==> config.mk <==
export PLATFORM = sky130hd
export DESIGN_NAME = reserved_tld_matcher
export DESIGN_NICKNAME = d
export VERILOG_FILES = /design/src/sv/rtm_pkg.sv /design/src/sv/rtm_in_stage.sv /design/src/sv/rtm_window.sv /design/src/sv/rtm_match.sv /design/src/sv/reserved_tld_matcher.sv
export SDC_FILE = /design/constraint.sdc
export NUM_CORES = 1
export LEC_CHECK = 0
export BUFFER_PORTS_ARGS = -buffer_cell sky130_fd_sc_hd__buf_2
export CORE_MARGIN = 1.5
export CORE_UTILIZATION = 65
export DETAILED_ROUTE_END_ITERATION = 8
export HOLD_SLACK_MARGIN = 0.08
export MAX_ROUTING_LAYER = met4
export PLACE_DENSITY = 0.88
export SETUP_SLACK_MARGIN = 0.05
export SKIP_LAST_GASP = 1
export SYNTH_ARGS = -nofsm -noshare
export SYNTH_HDL_FRONTEND = slang
export SYNTH_SLANG_ARGS = --single-unit
export TNS_END_PERCENT = 1
==> constraint.sdc <==
create_clock -name clk_i -period 5.9 [get_ports clk_i]
set_input_delay 0.885 -clock clk_i [delete_from_list [all_inputs] [get_ports clk_i]]
set_output_delay 0.885 -clock clk_i [all_outputs]
set_load 0.02 [all_outputs]
==> src/sv/rtm_pkg.sv <==
// ----------------------------------------------------------------------------
// rtm_pkg: shared types, constants and helpers for the reserved TLD matcher
// Word patterns, enable bit positions and the item and tail structures.
// ----------------------------------------------------------------------------
`default_nettype none

package rtm_pkg;

  localparam int unsigned WinBytes = 12;
  localparam int unsigned WinBits  = WinBytes * 8;
  localparam int unsigned MaskBits = 7;

  // Enable bit positions
  localparam int unsigned EnTest        = 0;
  localparam int unsigned EnExample     = 1;
  localparam int unsigned EnInvalid     = 2;
  localparam int unsigned EnLocalhost   = 3;
  localparam int unsigned EnLocaldomain = 4;
  localparam int unsigned EnLocal       = 5;
  localparam int unsigned EnLan         = 6;

  localparam logic [MaskBits-1:0] MaskReset = 7'h7f;

  // String literals pack the last character into the lowest byte, which
  // matches the window layout (newest byte in [7:0]).
  localparam logic [39:0] WordTest        = ".test";
  localparam logic [63:0] WordExample     = ".example";
  localparam logic [63:0] WordInvalid     = ".invalid";
  localparam logic [79:0] WordLocalhost   = ".localhost";
  localparam logic [95:0] WordLocaldomain = ".localdomain";
  localparam logic [47:0] WordLocal       = ".local";
  localparam logic [31:0] WordLan         = ".lan";
  localparam logic [63:0] LabelExample    = "example.";

  localparam logic [7:0] ChDot    = 8'h2e;
  localparam logic [7:0] ChHyphen = 8'h2d;

  typedef struct packed {
    logic [7:0] text_byte;
    logic       end_of_text;
  } item_t;

  typedef struct packed {
    logic [WinBits-1:0] win;
    logic               label_hit;
  } tail_t;

  function automatic logic [7:0] fold_byte(input logic [7:0] b);
    logic [7:0] r;
    r = b;
    if (b >= 8'h41 && b <= 8'h5a) begin
      r = b + 8'd32;
    end
    return r;
  endfunction

  // Called on folded bytes, so upper case never reaches it.
  function automatic logic is_word_byte(input logic [7:0] b);
    return (b >= 8'h30 && b <= 8'h39) || (b >= 8'h61 && b <= 8'h7a) || (b == ChHyphen);
  endfunction

endpackage

`default_nettype wire

==> src/sv/rtm_in_stage.sv <==
// ----------------------------------------------------------------------------
// rtm_in_stage: input register
// Holds one request until the window stage takes it.
// ----------------------------------------------------------------------------
`default_nettype none

module rtm_in_stage (
  input  wire logic          clk_i,
  input  wire logic          rst_ni,
  input  wire logic          valid_i,
  output logic               ready_o,
  input  wire rtm_pkg::item_t item_i,
  output logic               valid_o,
  output rtm_pkg::item_t     item_o,
  input  wire logic          take_i
);

  logic           valid_q, valid_d;
  rtm_pkg::item_t item_q;

  assign ready_o = !valid_q || take_i;

  always_comb begin
    valid_d = valid_q;
    if (ready_o) begin
      valid_d = valid_i;
    end
  end

  always_ff @(posedge clk_i or negedge rst_ni) begin
    if (!rst_ni) begin
      valid_q <= 1'b0;
    end else begin
      valid_q <= valid_d;
    end
  end

  always_ff @(posedge clk_i) begin
    if (ready_o && valid_i) begin
      item_q <= item_i;
    end
  end

  assign valid_o = valid_q;
  assign item_o  = item_q;

endmodule

`default_nettype wire

==> src/sv/rtm_window.sv <==
// ----------------------------------------------------------------------------
// rtm_window: folded tail window, position count and example label flag
// Presents the post-update tail for the matcher; clears after the last byte.
// ----------------------------------------------------------------------------
`default_nettype none

module rtm_window (
  input  wire logic           clk_i,
  input  wire logic           rst_ni,
  input  wire logic           step_i,
  input  wire rtm_pkg::item_t item_i,
  output rtm_pkg::tail_t      tail_o
);

  logic [rtm_pkg::WinBits-1:0] win_q, win_d, win_shift;
  logic [3:0]                  pos_q, pos_d;
  logic                        label_q, label_d, label_upd;
  logic [7:0]                  b;
  logic [7:0]                  prev;

  always_comb begin
    b         = rtm_pkg::fold_byte(item_i.text_byte);
    win_shift = {win_q[rtm_pkg::WinBits-9:0], b};
    prev      = win_shift[71:64];
    label_upd = label_q;
    if (b == rtm_pkg::ChDot) begin
      label_upd = 1'b0;
      if (pos_q >= 4'd7 && win_shift[63:0] == rtm_pkg::LabelExample) begin
        // label at string start, or preceded by a non-label byte
        label_upd = (pos_q == 4'd7) || !rtm_pkg::is_word_byte(prev);
      end
    end
  end

  always_comb begin
    win_d   = win_q;
    pos_d   = pos_q;
    label_d = label_q;
    if (step_i) begin
      if (item_i.end_of_text) begin
        win_d   = '0;
        pos_d   = '0;
        label_d = 1'b0;
      end else begin
        win_d   = win_shift;
        pos_d   = (pos_q == 4'd15) ? pos_q : pos_q + 4'd1;
        label_d = label_upd;
      end
    end
  end

  always_ff @(posedge clk_i or negedge rst_ni) begin
    if (!rst_ni) begin
      win_q   <= '0;
      pos_q   <= '0;
      label_q <= 1'b0;
    end else begin
      win_q   <= win_d;
      pos_q   <= pos_d;
      label_q <= label_d;
    end
  end

  assign tail_o.win       = win_shift;
  assign tail_o.label_hit = label_upd;

  a_clear_after_last: assert property (@(posedge clk_i) disable iff (!rst_ni)
    (step_i && item_i.end_of_text) |=> (win_q == '0 && pos_q == 4'd0 && !label_q))
    else $error("window not cleared after last byte");

  a_pos_moves: assert property (@(posedge clk_i) disable iff (!rst_ni)
    (!step_i) |=> $stable(pos_q) && $stable(win_q))
    else $error("window moved without a step");

endmodule

`default_nettype wire

==> src/sv/rtm_match.sv <==
// ----------------------------------------------------------------------------
// rtm_match: reserved word compare
// Compares the tail against each enabled word, plus the example label flag.
// ----------------------------------------------------------------------------
`default_nettype none

module rtm_match (
  input  wire rtm_pkg::tail_t               tail_i,
  input  wire logic [rtm_pkg::MaskBits-1:0] mask_i,
  output logic                              hit_o
);

  logic [rtm_pkg::MaskBits-1:0] eq;

  always_comb begin
    eq = '0;
    eq[rtm_pkg::EnTest]        = (tail_i.win[39:0] == rtm_pkg::WordTest);
    eq[rtm_pkg::EnExample]     = (tail_i.win[63:0] == rtm_pkg::WordExample)
                                 || tail_i.label_hit;
    eq[rtm_pkg::EnInvalid]     = (tail_i.win[63:0] == rtm_pkg::WordInvalid);
    eq[rtm_pkg::EnLocalhost]   = (tail_i.win[79:0] == rtm_pkg::WordLocalhost);
    eq[rtm_pkg::EnLocaldomain] = (tail_i.win[95:0] == rtm_pkg::WordLocaldomain);
    eq[rtm_pkg::EnLocal]       = (tail_i.win[47:0] == rtm_pkg::WordLocal);
    eq[rtm_pkg::EnLan]         = (tail_i.win[31:0] == rtm_pkg::WordLan);
  end

  assign hit_o = |(eq & mask_i);

endmodule

`default_nettype wire

==> src/sv/reserved_tld_matcher.sv <==
// ----------------------------------------------------------------------------
// reserved_tld_matcher: flags strings ending in a reserved top-level domain
// Byte stream in, one result per string out.
// ----------------------------------------------------------------------------
// Usage:
//   Slave stream carries one byte of a domain or address per request, with
//   tlast on the final byte. The master stream gives one result per string,
//   on the request that carried tlast; other bytes give no result.
//   cfg_we_i/cfg_wdata_i write the 7-bit word enable mask (reset: all on);
//   write it only while no string is in flight.
//   A final byte passes the input register and then the result register
//   before its result appears on the master side.
//   Throughput: one byte per cycle while no held result stalls a final byte;
//   the window update and all word compares sit between the two registers.
//   Stall: a result held by the receiver stalls only a further final byte;
//   ordinary bytes keep flowing into the window. The input register then
//   fills and tready drops.
//   Reset: window, count and flag clear, mask goes to all enabled, both
//   stream sides empty.
// ----------------------------------------------------------------------------
`default_nettype none

module reserved_tld_matcher (
  input  wire logic                        clk_i,
  input  wire logic                        rst_ni,
  input  wire logic                        s_axis_tvalid,
  output logic                             s_axis_tready,
  input  wire logic [7:0]                  s_axis_tdata,  // [7:0] text_byte
  input  wire logic                        s_axis_tlast,  // end_of_text
  output logic                             m_axis_tvalid,
  input  wire logic                        m_axis_tready,
  output logic [7:0]                       m_axis_tdata,  // [0] is_reserved, rest zero
  input  wire logic                        cfg_we_i,
  input  wire logic [rtm_pkg::MaskBits-1:0] cfg_wdata_i
);

  logic [rtm_pkg::MaskBits-1:0] mask_q;
  rtm_pkg::item_t               in_item, s0_item;
  rtm_pkg::tail_t               tail;
  logic                         s0_valid, s0_take, out_free, hit;
  logic                         out_valid_q, out_valid_d;
  logic                         out_bit_q;

  assign in_item.text_byte   = s_axis_tdata;
  assign in_item.end_of_text = s_axis_tlast;

  rtm_in_stage u_in (
    .clk_i   (clk_i),
    .rst_ni  (rst_ni),
    .valid_i (s_axis_tvalid),
    .ready_o (s_axis_tready),
    .item_i  (in_item),
    .valid_o (s0_valid),
    .item_o  (s0_item),
    .take_i  (s0_take)
  );

  // A final byte needs a free result slot; others always move on.
  assign out_free = !out_valid_q || m_axis_tready;
  assign s0_take  = s0_valid && (!s0_item.end_of_text || out_free);

  rtm_window u_win (
    .clk_i  (clk_i),
    .rst_ni (rst_ni),
    .step_i (s0_take),
    .item_i (s0_item),
    .tail_o (tail)
  );

  rtm_match u_match (
    .tail_i (tail),
    .mask_i (mask_q),
    .hit_o  (hit)
  );

  always_comb begin
    out_valid_d = out_valid_q;
    if (m_axis_tready) begin
      out_valid_d = 1'b0;
    end
    if (s0_take && s0_item.end_of_text) begin
      out_valid_d = 1'b1;
    end
  end

  always_ff @(posedge clk_i or negedge rst_ni) begin
    if (!rst_ni) begin
      out_valid_q <= 1'b0;
      mask_q      <= rtm_pkg::MaskReset;
    end else begin
      out_valid_q <= out_valid_d;
      if (cfg_we_i) begin
        mask_q <= cfg_wdata_i;
      end
    end
  end

  always_ff @(posedge clk_i) begin
    if (s0_take && s0_item.end_of_text) begin
      out_bit_q <= hit;
    end
  end

  assign m_axis_tvalid = out_valid_q;
  assign m_axis_tdata  = {7'b0, out_bit_q};

  a_result_source: assert property (@(posedge clk_i) disable iff (!rst_ni)
    $rose(out_valid_q) |-> $past(s0_take && s0_item.end_of_text))
    else $error("result without a final byte");

  a_no_overwrite: assert property (@(posedge clk_i) disable iff (!rst_ni)
    (out_valid_q && !m_axis_tready && s0_valid && s0_item.end_of_text) |-> !s0_take)
    else $error("held result overwritten");

  a_mask_off: assert property (@(posedge clk_i) disable iff (!rst_ni)
    (s0_take && s0_item.end_of_text && mask_q == '0) |=> !out_bit_q)
    else $error("match reported with all words disabled");

endmodule

`default_nettype wire
# ---- After elaboration in Yosys (flattened, before gate mapping)
# Cells that the tools add are included.
dict set report op_classes {
  add_sub_neg 2
  order_cmp 7
  n_eq_ne 13
  mux 9
  bitwise 1
  reduce_logical 21
}
# operator count
set op_table {}
lappend op_table {{$eq 64x62->1 const B} 2}
lappend op_table {{$eq 96x94->1 const B} 1}
lappend op_table {{$mux 88} 1}
lappend op_table {{$eq 80x78->1 const B} 1}
lappend op_table {{$eq 64x63->1 const B} 1}
lappend op_table {{$eq 48x46->1 const B} 1}
lappend op_table {{$eq 40x38->1 const B} 1}
lappend op_table {{$eq 32x30->1 const B} 1}
lappend op_table {{$eq 8x6->1 const B} 2}
lappend op_table {{$ge 8x7->1 const B} 2}
lappend op_table {{$le 8x7->1 const B} 2}
lappend op_table {{$add 8x6->8 const B} 1}
lappend op_table {{$ge 8x6->1 const B} 1}
lappend op_table {{$le 8x6->1 const B} 1}
lappend op_table {{$mux 4} 2}
lappend op_table {{$mux 8} 1}
lappend op_table {{$and 7x7->7} 1}
lappend op_table {{$logic_and 1x1->1} 7}
lappend op_table {{$logic_or 1x1->1} 7}
lappend op_table {{$reduce_or 7->1} 1}
lappend op_table {{$mux 1} 5}
lappend op_table {{$add 4x1->4 const B} 1}
lappend op_table {{$eq 4x3->1 const B} 1}
lappend op_table {{$eq 4x4->1 const B} 1}
lappend op_table {{other kinds (5)} 8}
dict set report word_totals {
  reg_bits 112
  input_bits 21
  word_cells 62
}

# ---- Depth between registers and ports, before layout
dict set report logic_depth {
  word_depth 11
  mapped_depth 7
  mapped_depth_nobuf 7
}

# ---- Cells and area by module
# A second synthesis with hierarchy kept.
dict set report unflattened {
  hier_cells 554
  hier_area_um2 5631.7
}
# mod n_inst cells_each area_per_inst_um2 seq_area_each_um2
set modules_own_cells {}
lappend modules_own_cells {rtm_window 1 415 4196.5 2327.2}
lappend modules_own_cells {rtm_match 1 95 664.4 0.0}
lappend modules_own_cells {reserved_tld_matcher 1 31 446.7 239.0}
lappend modules_own_cells {rtm_in_stage 1 13 324.1 295.3}

# ---- Worst setup path after synthesis
# Ideal clock, no wire load.
dict set report synth_timing {
  path_type {input to output}
  from {input m_axis_tready}
  to {output s_axis_tready}
  arrival_ps 1263
  slack_ps 3752
  cell_stages 2
  n_path_buf 0
  path_cell_list {nor2b_1 nand3_1}
}
dict set report synth_via {
  elab_chain_cells 4
}
# element line
set synth_rtl {}
lappend synth_rtl {{start: declaration} reserved_tld_matcher.sv:31} ;# input wire logic m_axis_tready,
lappend synth_rtl {{$logic_or 1x1->1} reserved_tld_matcher.sv:59} ;# assign out_free = !out_valid_q || m_axis_tready;
lappend synth_rtl {{$logic_or 1x1->1} reserved_tld_matcher.sv:60} ;# assign s0_take = s0_valid && (!s0_item.end_of_text || out_free);
lappend synth_rtl {{$logic_and 1x1->1} reserved_tld_matcher.sv:60}
lappend synth_rtl {{$logic_or 1x1->1} rtm_in_stage.sv:21} ;# assign ready_o = !valid_q || take_i;
lappend synth_rtl {{end: declaration} reserved_tld_matcher.sv:27} ;# output logic s_axis_tready,
# Every way passes these cells.

# ---- Final worst setup path
dict set report layout_timing {
  from {register u_win.win_q[55] (netlist bit)}
  to {register out_bit_q, data pin}
}
dict set report layout_via {
  elab_chain_cells 7
  elab_cells_between_ends 11
}
# element line
set layout_rtl {}
lappend layout_rtl {{start: declaration} rtm_window.sv:15} ;# logic [rtm_pkg::WinBits-1:0] win_q, win_d, win_shift;
lappend layout_rtl {{start signal: assignment} rtm_window.sv:58} ;# win_q <= win_d;
lappend layout_rtl {{$eq 64x63->1} rtm_window.sv:28} ;# if (pos_q >= 4'd7 && win_shift[63:0] == rtm_pkg::LabelExample) begin
lappend layout_rtl {{$logic_and 1x1->1} rtm_window.sv:28}
lappend layout_rtl {{$mux 1} rtm_window.sv:28}
lappend layout_rtl {{$mux 1} rtm_window.sv:26} ;# if (b == rtm_pkg::ChDot) begin
lappend layout_rtl {{$logic_or 1x1->1} rtm_match.sv:19} ;# || tail_i.label_hit;
lappend layout_rtl {{$and 7x7->7 *} rtm_match.sv:27} ;# assign hit_o = |(eq & mask_i);
lappend layout_rtl {{$reduce_or 7->1 *} rtm_match.sv:27}
lappend layout_rtl {{net hit} reserved_tld_matcher.sv:40} ;# logic s0_valid, s0_take, out_free, hit;
lappend layout_rtl {{end signal: assignment} reserved_tld_matcher.sv:100} ;# out_bit_q <= hit;
lappend layout_rtl {{end: declaration} reserved_tld_matcher.sv:42} ;# logic out_bit_q;
# The timed path passes the listed nets; every way through them passes the cells marked *.
# A chain may end at the register's enable or synchronous reset.

==> flow_summary_export.csv <==
group,metric,value,unit
final_layout,fill_cells,599,
floorplanning,die_area,0.008800,mm^2
worst_setup_path,worst_ep_required_time,6090,ps
synthesis,post_synth_num_cell_types,55,
final_layout,final_area,0.005702,mm^2
synthesis,syn-mean-instance-area,9.116,um^2
clocking,numCtsBuffers,9,
worst_setup_path,critPathCaptureType,"register",
synthesis,yosysSeqAreaShare,0.5338,
clocking,clock_path_buffers,2,
sta,final-max-slew-violation-count,0,
synthesis,yosys_warns,0,
floorplanning,rows,32,
run_status,status,"finished clean",
synthesis,total_of_flip_flops_plus_latches_after_synthesis,112,
grt,global_route.usage.met1,0.4265,
worst_setup_path,critical_path_peak_fanout,3,
clocking,cts_hold_buffers,0,
sta,setup-tns-final,0,ps
grt,overflow,0,
sta,achievable-frequency,423.8,MHz
placed_design,gp_congestion,0.9272,
grt,grt_first_pass_wirelength,21.19,mm
synthesis,post_synth_main_area_contributors,"sky130_fd_sc_hd__dfrtp_1, sky130_fd_sc_hd__nand2_1, sky130_fd_sc_hd__nand3_1",
final_layout,final_layout_size_suffix_gt1_frac,0.1119,
grt,grt_start_max_net_pins,92,
worst_setup_path,startpoint_class,"register",
placed_design,dp_hpwl,8.517,mm
sta,headroom_to_the_max_slew_limit,0.3866,
hold_path,worstHoldPathType,"in2async",
pwr,power.density_cell_area,261.6,mW/mm^2
drt,ant_nets,0,
synthesis,primary_ff_master_synth,"sky130_fd_sc_hd__dfrtp_1",
drt,routed-via-count,4394,
grt,grt_pass1_vias,4154,
sta,timing.final.hold_violations,0,
drt,avg_wl_per_cell,18.06,um
synthesis,synth-edff-count,10,
placed_design,placed_area,0.005488,mm^2
drt,first_iter_violations,319,
worst_setup_path,critical_path_class,"reg2reg",
grt,top_usage_layer,"met2",
final_layout,num-nets-final,617,
sta,tightestPinTransition,920.2,ps
sta,grt_setup_unrepaired,"false",
placed_design,dpl.cell_count,685,
clocking,clock_tree.htree_level_count,3,
drt,detail_route.first_pass.iterations,5,
synthesis,synth_top_area_share,0.4435,
sta,setup_viol_count_final,0,
clocking,path_clk_slew,100,ps
final_layout,final-instance-count-excl-fill,701,
drt,drcViolationCount,0,
placed_design,port_buffers,23,
floorplanning,boundaryPins,31,
grt,routing_usage_on_met2,0.5308,
grt,grt_antenna_before_repair,0,
floorplanning,die_height,93.81,um
sta,worst_clock_skew,11.35,ps
synthesis,syn-cell-area,0.005360,mm^2
worst_setup_path,worstPathArrival,2550,ps
drt,drt-total-wl,12.66,mm
sta,period_share,0.3999,
pwr,p_leak,2.757,nW
grt,met3_track_usage_gr,0.04854,
job,timing.max_cap.violations,0,
clocking,clock_tree.root_cell,"sky130_fd_sc_hd__clkbuf_8",
clocking,tritoncts_num_sinks,112,
synthesis,postSynth.asyncResetShare,0.9107,
clocking,clock_latency,370,ps
sta,fin_crit,2360,ps
grt,grt_use_total,0.3231,
floorplanning,start_util,0.6830,
floorplanning,design.core.area,0.007848,mm^2
floorplanning,chipWidth,93.81,um
clocking,post-cts-setup-buffer-count,0,
clocking,cts_tree,"done",
pwr,worst_ir_drop_on_vdd,0.2044,mV
synthesis,netlist.top_cell.by_area,"sky130_fd_sc_hd__dfrtp_1",
clocking,post_cts_resize_count,0,
final_layout,n_antenna_cell,0,
drt,avgViaCountPerCell,6.268,
synthesis,synthCells,588,
final_layout,area_growth_syn_to_layout,6.373,%
==> layout make-up <==
class	instances	area, um^2	share of cell area
Sequential cell	112	2863	0.5021
Multi-Input combinational cell	441	2338	0.4101
Clock buffer	11	152.6	0.02677
Timing Repair Buffer	27	147.6	0.02589
Tap cell	102	127.6	0.02238
Clock inverter	5	61.31	0.01075
Inverter	3	11.26	0.001975
==> sequential cells by signal, summed over array words and instances, names as in the netlist <==
signal,cells
u_win.pos_q,4
m_axis_tvalid,1
u_win.label_q,1
mask_q,7
out_bit_q,1
u_win.win_q,88
u_in.item_o,9
u_in.valid_o,1
==> critical path, stage by stage (launching register included) <==
cell	delay, ps
sky130_fd_sc_hd__dfrtp_1	410
sky130_fd_sc_hd__nor3b_1	390
sky130_fd_sc_hd__nand4_1	240
sky130_fd_sc_hd__or4_1	610
sky130_fd_sc_hd__nor4_2	300
sky130_fd_sc_hd__o21ai_0	120
sky130_fd_sc_hd__o211ai_1	130
==> final timing paths <==
| path | start | endpoint | slack, ps | depth (start not counted) |
|---|---|---|---|---|
| setup / recovery | u_win.win_q[55] | out_bit_q | 3540 | 6 |
| hold / removal | rst_ni | u_win.win_q[77] | 420 | 1 |
| setup reg to reg | u_win.win_q[55] | out_bit_q | 3540 | 6 |
| hold reg to reg | u_win.win_q[84] | u_win.win_q[84] | 490 | 2 |
| max in group asynchronous | rst_ni | u_win.win_q[11] | 4220 | 2 |
| min in group clk_i | u_win.win_q[84] | u_win.win_q[84] | 490 | 2 |
==> metal layers <==
layer  up-vias  part of all wire
met2       144              0.51
met5         -                 0
met4         0             0.017
met1      2173              0.42
li1       2056                 -
met3        21             0.050
==> through the flow <==
stage	hold WS, ps	total power [mW]	util	worst slack [ps]
after floorplan	431.0	0.9740	-	3752
final	423.6	1.492	0.7266	3540
after global placement	453.0	1.021	0.6993	3470
after detailed placement	458.3	1.029	0.6993	3390
after global routing	441.0	1.554	0.7266	3358
after CTS	432.3	1.497	0.7266	3549
==> logic make-up (layout without fill, tap and decap cells) <==
family                   after synthesis  after routing  synth area share
AND/OR/NAND/NOR                      389            389            0.3641
flip-flops                           112            112            0.5338
buffers and inverters                 41             46           0.03455
AO/OA/AOI/OAI                         35             35           0.04552
multiplexers                           8              8           0.01657
adder cells (fa/ha/maj)                2              2          0.004668
other                                  1              7         0.0006996
==> report_power, final <==
part	switching [mW]	leakage [nW]	internal, mW
logic	0.0932	1.17	0.0467
registers	0.0555	1.47	0.822
clock network	0.249	0.109	0.225
==> Yosys cell counts (2+ instances only) <==
master and instances:
sky130_fd_sc_hd__nand3_1 93, sky130_fd_sc_hd__buf_4 8, sky130_fd_sc_hd__and4b_1 5, sky130_fd_sc_hd__nand3b_1 5, sky130_fd_sc_hd__buf_1 4, sky130_fd_sc_hd__dfrtp_1 95, sky130_fd_sc_hd__nor2_1 11, sky130_fd_sc_hd__a21oi_1 7
sky130_fd_sc_hd__o211ai_1 4, sky130_fd_sc_hd__nor4b_1 5, sky130_fd_sc_hd__clkbuf_1 25, sky130_fd_sc_hd__nor4_1 11, sky130_fd_sc_hd__a31oi_1 3, sky130_fd_sc_hd__and2_1 5, sky130_fd_sc_hd__dfstp_2 7, sky130_fd_sc_hd__and4bb_2 2
sky130_fd_sc_hd__nor3_1 6, sky130_fd_sc_hd__nand4bb_1 2, sky130_fd_sc_hd__nand2_1 190, sky130_fd_sc_hd__nor3b_1 5, sky130_fd_sc_hd__a22oi_1 2, sky130_fd_sc_hd__and3_1 3, sky130_fd_sc_hd__edfxtp_1 10, sky130_fd_sc_hd__a21o_1 2
sky130_fd_sc_hd__nor4b_2 2, sky130_fd_sc_hd__nand4b_1 5, sky130_fd_sc_hd__inv_1 2, sky130_fd_sc_hd__nand4_1 13, sky130_fd_sc_hd__or4_1 6, sky130_fd_sc_hd__mux2_2 7, sky130_fd_sc_hd__ha_1 2, sky130_fd_sc_hd__nand2b_1 3
sky130_fd_sc_hd__nor4bb_1 7, sky130_fd_sc_hd__nor2b_1 5, sky130_fd_sc_hd__o21ai_0 6
==> placed cells by master (no fill, tap or decap), types with 4 or more instances in the layout <==
cell type / instances
sky130_fd_sc_hd__nand2_1: 189
sky130_fd_sc_hd__dfrtp_1: 94
sky130_fd_sc_hd__nand3_1: 93
sky130_fd_sc_hd__buf_2: 22
sky130_fd_sc_hd__nand4_1: 13
sky130_fd_sc_hd__nor2_1: 11
sky130_fd_sc_hd__nor4_1: 11
sky130_fd_sc_hd__edfxtp_1: 10
sky130_fd_sc_hd__clkbuf_8: 9
sky130_fd_sc_hd__a21oi_1: 7
sky130_fd_sc_hd__nor4bb_1: 7
sky130_fd_sc_hd__mux2_2: 7
sky130_fd_sc_hd__conb_1: 7
sky130_fd_sc_hd__dfstp_2: 7
sky130_fd_sc_hd__or4_1: 6
sky130_fd_sc_hd__nor3_1: 6
sky130_fd_sc_hd__o21ai_0: 6
sky130_fd_sc_hd__nor2b_1: 5
sky130_fd_sc_hd__and2_1: 5
sky130_fd_sc_hd__nor3b_1: 5
sky130_fd_sc_hd__nor4b_1: 5
sky130_fd_sc_hd__nand3b_1: 5
sky130_fd_sc_hd__nand4b_1: 5
sky130_fd_sc_hd__and4b_1: 5
sky130_fd_sc_hd__buf_4: 5
sky130_fd_sc_hd__o211ai_1: 4
Note: power is estimated with default switching activity, not from simulation.
